--- src/smrf_pkg.sv ---
// Shared types and constants for the sonar median range filter.
// No dependencies.
package smrf_pkg;

    localparam int WINDOW_DEF  = 5;
    localparam int ECHO_W      = 16;
    localparam int DIST_W      = 24;
    localparam int SOUND_W     = 9;
    localparam int SOUND_SPEED = 343;
    localparam int PROD_W      = ECHO_W + SOUND_W;

    typedef enum logic [1:0] {
        ST_IDLE,
        ST_SCAN,
        ST_MUL
    } state_t;

    typedef struct packed {
        logic              hit;
        logic [ECHO_W-1:0] candidate;
    } rank_status_t;

endpackage

--- src/sonar_median_range_filter.sv ---
// Sonar median range filter: sliding-window median of echo times plus
// one-way distance in micrometres, floor(median * 343 / 2).
//
// Input channel s_*: one beat carries one echo time in microseconds. The
// beat is written over the oldest ring entry at acceptance; s_ready is high
// only while the sequencer is idle.
// Result channel m_*: one beat per input beat, the median echo time and
// the distance, held in an output register until m_ready takes it.
//
// Sequence: after acceptance the rank unit tests one ring entry per cycle
// against all others, stopping at the first entry that holds the middle
// rank; the product step (ST_MUL) then forms the distance product and
// loads it into the output register. A new beat is taken only after the
// previous one has left the product step and the sequencer is idle.
// While a result waits for m_ready the next beat is still accepted and
// scanned; it then holds in the product step until the output drains.
// Reset (aresetn low, synchronous) clears the ring to zeros, the write
// position, state and m_valid; unfilled entries take part in the median as zero.
module sonar_median_range_filter #(
    parameter int WINDOW = smrf_pkg::WINDOW_DEF
) (
    input  logic                          aclk,
    input  logic                          aresetn,
    input  logic                          s_valid,
    output logic                          s_ready,
    input  logic [smrf_pkg::ECHO_W-1:0]   s_echo_time,
    output logic                          m_valid,
    input  logic                          m_ready,
    output logic [smrf_pkg::ECHO_W-1:0]   m_median_echo,
    output logic [smrf_pkg::DIST_W-1:0]   m_distance_um
);
    import smrf_pkg::*;

    localparam int IDX_W = (WINDOW > 1) ? $clog2(WINDOW) : 1;

    state_t                        state_reg, state_next;
    logic [IDX_W-1:0]              idx_reg, idx_next;
    logic [ECHO_W-1:0]             med_reg, med_next;
    logic                          m_valid_reg, m_valid_next;
    logic [ECHO_W-1:0]             m_med_reg, m_med_next;
    logic [DIST_W-1:0]             m_dist_reg, m_dist_next;
    logic                          wr_en;
    logic                          load_out;
    logic [PROD_W-1:0]             prod;
    logic [WINDOW-1:0][ECHO_W-1:0] entries;
    rank_status_t                  status;

    smrf_window #(.WINDOW(WINDOW)) u_window (
        .aclk    (aclk),
        .aresetn (aresetn),
        .wr_en   (wr_en),
        .wr_data (s_echo_time),
        .entries (entries)
    );

    smrf_rank #(.WINDOW(WINDOW)) u_rank (
        .entries (entries),
        .idx     (idx_reg),
        .status  (status)
    );

    assign prod = PROD_W'(med_reg) * PROD_W'(SOUND_SPEED);

    always_comb begin
        state_next   = state_reg;
        idx_next     = idx_reg;
        med_next     = med_reg;
        load_out     = 1'b0;
        s_ready      = (state_reg == ST_IDLE);
        wr_en        = s_valid && (state_reg == ST_IDLE);
        unique case (state_reg)
            ST_IDLE: begin
                if (wr_en) begin
                    idx_next   = '0;
                    state_next = ST_SCAN;
                end
            end
            ST_SCAN: begin
                if (status.hit) begin
                    med_next   = status.candidate;
                    state_next = ST_MUL;
                end else begin
                    idx_next = idx_reg + IDX_W'(1);
                end
            end
            ST_MUL: begin
                // hold until the output register is free
                if (!m_valid_reg || m_ready) begin
                    load_out   = 1'b1;
                    state_next = ST_IDLE;
                end
            end
            default: state_next = ST_IDLE;
        endcase

        m_valid_next = m_valid_reg;
        m_med_next   = m_med_reg;
        m_dist_next  = m_dist_reg;
        if (load_out) begin
            m_valid_next = 1'b1;
            m_med_next   = med_reg;
            m_dist_next  = prod[PROD_W-1 -: DIST_W];
        end else if (m_ready) begin
            m_valid_next = 1'b0;
        end
    end

    always_ff @(posedge aclk) begin
        if (!aresetn) begin
            state_reg   <= ST_IDLE;
            m_valid_reg <= 1'b0;
            idx_reg     <= '0;
        end else begin
            state_reg   <= state_next;
            m_valid_reg <= m_valid_next;
            idx_reg     <= idx_next;
        end
    end

    always_ff @(posedge aclk) begin
        med_reg    <= med_next;
        m_med_reg  <= m_med_next;
        m_dist_reg <= m_dist_next;
    end

    assign m_valid       = m_valid_reg;
    assign m_median_echo = m_med_reg;
    assign m_distance_um = m_dist_reg;

endmodule

--- src/smrf_window.sv ---
// Ring of the most recent echo readings with its wrapping write position.
// Depends on smrf_pkg.
module smrf_window #(
    parameter int WINDOW = smrf_pkg::WINDOW_DEF
) (
    input  logic                                  aclk,
    input  logic                                  aresetn,
    input  logic                                  wr_en,
    input  logic [smrf_pkg::ECHO_W-1:0]           wr_data,
    output logic [WINDOW-1:0][smrf_pkg::ECHO_W-1:0] entries
);
    import smrf_pkg::*;

    localparam int IDX_W = (WINDOW > 1) ? $clog2(WINDOW) : 1;

    logic [WINDOW-1:0][ECHO_W-1:0] ring_reg;
    logic [IDX_W-1:0]              wr_pos_reg;
    logic [IDX_W-1:0]              wr_pos_next;

    always_comb begin
        wr_pos_next = wr_pos_reg;
        if (wr_en) begin
            if (wr_pos_reg == IDX_W'(WINDOW - 1)) begin
                wr_pos_next = '0;
            end else begin
                wr_pos_next = wr_pos_reg + IDX_W'(1);
            end
        end
    end

    always_ff @(posedge aclk) begin
        if (!aresetn) begin
            ring_reg   <= '0;
            wr_pos_reg <= '0;
        end else begin
            wr_pos_reg <= wr_pos_next;
            if (wr_en) begin
                ring_reg[wr_pos_reg] <= wr_data;
            end
        end
    end

    assign entries = ring_reg;

endmodule

--- src/smrf_rank.sv ---
// Rank test: compares one candidate entry against the whole window and
// flags it when it sits at the middle index of the sorted order. Depends on smrf_pkg.
module smrf_rank #(
    parameter int WINDOW = smrf_pkg::WINDOW_DEF
) (
    input  logic [WINDOW-1:0][smrf_pkg::ECHO_W-1:0] entries,
    input  logic [((WINDOW > 1) ? $clog2(WINDOW) : 1)-1:0] idx,
    output smrf_pkg::rank_status_t                  status
);
    import smrf_pkg::*;

    localparam int MID   = WINDOW / 2;
    localparam int CNT_W = $clog2(WINDOW + 1);

    logic [ECHO_W-1:0] cand;
    logic [CNT_W-1:0]  n_less;
    logic [CNT_W-1:0]  n_leq;

    assign cand = entries[idx];

    always_comb begin
        n_less = '0;
        n_leq  = '0;
        for (int i = 0; i < WINDOW; i++) begin
            n_less = n_less + CNT_W'(entries[i] < cand);
            n_leq  = n_leq + CNT_W'(entries[i] <= cand);
        end
    end

    // The candidate owns the middle slot when the slot falls inside its run of equals.
    assign status.hit       = (n_less <= CNT_W'(MID)) && (n_leq > CNT_W'(MID));
    assign status.candidate = cand;

endmodule

--- config.mk ---
export PLATFORM = sky130hd
export DESIGN_NAME = sonar_median_range_filter
export DESIGN_NICKNAME = d
export VERILOG_FILES = /design/src/smrf_pkg.sv /design/src/sonar_median_range_filter.sv /design/src/smrf_window.sv /design/src/smrf_rank.sv
export SDC_FILE = /design/constraint.sdc
export NUM_CORES = 1
export LEC_CHECK = 0
export BUFFER_PORTS_ARGS = -buffer_cell sky130_fd_sc_hd__buf_4
export CORE_MARGIN = 2
export CORE_UTILIZATION = 30
export DETAILED_ROUTE_END_ITERATION = 10
export MAX_ROUTING_LAYER = met4
export PLACE_DENSITY = 0.47
export SYNTH_ARGS = -nofsm -noshare
export SYNTH_HDL_FRONTEND = slang
export SYNTH_SLANG_ARGS = --single-unit
--- constraint.sdc ---
create_clock -name aclk -period 13.8 [get_ports aclk]
set_input_delay 0 -clock aclk [delete_from_list [all_inputs] [get_ports aclk]]
set_output_delay 0 -clock aclk [all_outputs]
set_load 0.02 [all_outputs]
==> results_dict.tcl <==
set metrics [dict create \
    die_x_um 194 \
    hp-start "aresetn" \
    cp-end-kind "register" \
    synth_edf_count 56 \
    whs_endpoint "u_window.wr_pos_reg[0]" \
    r2r_slack_ns 7.88 \
    setup_viol 0 \
    slowest_delay_ns 1.02 \
    synth_ff_type "dfxtp_1" \
    dr.pass1.iters 4 \
    slew_headroom_pct 18.0 \
    portBuffers 61 \
    cts_tree "yes" \
    cts_root_buf "clkbuf_16" \
    arrival_ns 6.26 \
    clk_latency_ns 0.44 \
    crit_type "register to register" \
    synthesis.area_sq_um 10800 \
    synth_nets 1354 \
    numCtsBuffers 17 \
    rsz0062_at_grt "no" \
    overflow 0 \
    placed_area_sq_um 11700 \
    cp_max_fo 18 \
    synthAdderAreaFrac_pct 28.8 \
    synth_top_family_by_area "adder cells" \
    routed_wl_um 27100 \
    hold_viol 0 \
    grt_start_max_net_pins 89 \
    yosysSeqAreaShare_pct 32.1 \
    hold_depth 2 \
    ys_seq_elements 145 \
    dr_total_vias 7843 \
    yosys_warnings 0 \
    crit_path_cell_trace "buf_4, nor3b_2, nand2_1, o21a_1, ha_1, a21o_1, a21o_1, a21o_1, a21oi_1, nor2_1, a211oi_1, ha_1, fa_1, ha_1, inv_1, fa_1, o21ai_0, nor2_1, nor3b_1, o21ai_0, and2_1" \
    dieArea_sq_um 37500 \
    hold_class "input port to register" \
    core_sq_um 35500 \
    initial_utilization_pct 30.4 \
    required_ns 14.13 \
    rows 69 \
    route.detailed.drc 0 \
    grt_pass1_wl_um 44100 \
    r2r_end "idx_reg[1]" \
    num_io_pins 62 \
    fin_util_pct 35.4 \
    largest_reg_flops 80 \
    cp_slowest_cell "nor3b_2" \
    grt_usage_pct 15.4 \
    syn_area_per_cell_sq_um 9.63 \
    worst_pin_slew_ns 1.22 \
    synthMuxAreaShare_pct 3.17 \
    mostFrequentLayoutCells "nand2_1 (200), ha_1 (157), inv_1 (115), dfxtp_1 (89), a21boi_0 (74)" \
    fin_crit_ns 5.92 \
    synth_cell_types 61 \
    dieHeight_um 194 \
    post_cts_resized 0 \
    synth-compound-area-share_pct 15.7 \
    antenna_left 0 \
    finClkSkew_ns 0.0104 \
    path_clk_slew_ns 0.07 \
    status "completed" \
    start_kind "register" \
    synthToLayoutAreaGrowth_pct 16.4 \
    antenna_cells 0 \
    largest-register "u_window.entries" \
    maxSlewViolCount 0 \
    fmax_ghz 0.169 \
    nets 1423 \
    synthCells 1120 \
    synthArstFlopShare_pct 0 \
    htree_num_levels 4 \
    drtIter0Drc 390 \
    maxCapViolations 0 \
    setup_tns_ns 0 \
    cts_max_path_buffers 2 \
    worst-r2r-cell-count 21 \
    cts.sinks 145 \
    yosys.area_share.simple_pct 13.2 \
    wire_per_inst_um 16.3 \
    layout-drive-gt1-share_pct 11.1 \
    via_per_inst 4.72 \
    dp_hpwl_um 20500 \
    place_congestion 0.857 \
    grt_pass1_vias 7976 \
    r2r_start "idx_reg[2]" \
    fin_crit_sh_pct 42.9 \
    synthXorXnorAreaFrac_pct 1.38 \
    fin_area_sq_um 12500 \
    layout_commonest_cell "nand2_1" \
    antenna_found_initial 0 \
]
worst max path at each step:
stage,start,to,cells after the start
2_1_floorplan,idx_reg[1],med_reg[0],21
3_3_place_gp,idx_reg[0],idx_reg[2],22
3_5_place_dp,idx_reg[2],idx_reg[1],21
4_1_cts,idx_reg[2],idx_reg[1],21
5_1_grt,idx_reg[0],idx_reg[1],23
6_report,idx_reg[2],idx_reg[1],21
area by class of cell:
| type | instances | area, sq um |
|---|---|---|
| tap | 461 | 577 |
| inverter | 116 | 435 |
| clock buffer | 21 | 483 |
| fill | 3673 | 22900 |
| multi-input combinational | 823 | 6730 |
| clock inverter | 11 | 173 |
| timing repair buffer | 86 | 691 |
| sequential | 145 | 3460 |
metrics by stage:
step,instances,worst slack [ns],hold WS [ns]
5_1_grt,1663,7.32,0.230
2_1_floorplan,1120,7.33,0.135
4_1_cts,1663,7.86,0.168
3_3_place_gp,1613,7.98,0.285
3_5_place_dp,1613,7.88,0.293
6_report,1663,7.88,0.192
Yosys cell counts (2+ instances only):
cell type / number / area share (%)
o211ai_2: 2 / 0.23
a31oi_1: 5 / 0.29
nand4_1: 15 / 0.87
nor2_1: 34 / 1.2
a21boi_0: 74 / 5.2
o211a_1: 2 / 0.19
and3_1: 5 / 0.29
nand3_1: 19 / 0.88
buf_6: 2 / 0.21
a211oi_1: 4 / 0.28
nand2_2: 2 / 0.12
o21ai_0: 24 / 1.1
o21a_1: 20 / 1.4
nand2_1: 200 / 7.0
xnor2_1: 10 / 0.81
a21boi_1: 8 / 0.56
buf_2: 12 / 0.56
ha_1: 157 / 18
and4_1: 3 / 0.24
a21o_1: 35 / 2.4
buf_1: 2 / 0.070
mux2i_1: 15 / 1.4
a211o_1: 2 / 0.16
nor3_1: 3 / 0.14
nor4_1: 2 / 0.12
edfxtp_1: 56 / 16
dfxtp_1: 89 / 17
inv_1: 115 / 4.0
nor2_4: 4 / 0.42
nor2b_1: 8 / 0.46
clkbuf_1: 18 / 0.63
o211ai_1: 3 / 0.21
xor2_1: 7 / 0.57
mux2_2: 15 / 1.6
and2_1: 3 / 0.17
fa_1: 57 / 11
nand2b_1: 7 / 0.41
nor4_4: 2 / 0.39
a21oi_1: 56 / 2.6
or4_1: 2 / 0.14
per-layer routing:
metal	part of all wire (%)	GRT usage [%]	vias up
li1	-	-	3987
met1	49	20.2	3758
met2	48	25.3	84
met3	2.5	2.27	14
met4	0.87	3.51	0
met5	0	-	-
worst max-delay path, delay by kind of cell, from the launching register on:
kind | cells | cell delay, ns
simple gates | 6 | 1.92
flops | 1 | 0.31
buf+inv | 2 | 0.31
fa+ha+maj | 5 | 1.68
compound gates | 8 | 1.60
kinds of logic after synthesis:
kind of cell / count (synthesis)
DFF: 145
adders and majority gates: 214
AOI/OAI and AO/OA: 247
buffers and inverters: 152
xor gates and xnor gates: 17
and+or+nand+nor: 314
muxes: 31
timing repair:
action / in CTS / in global routing
hold buffers: 18 / 0
setup buffers: 0 / 0
endpoints found under the hold margin: 82 / 0
Power is left out: the tool's default activity adds up to more than one toggle a clock period on the data nets, which glitch-free logic cannot reach.
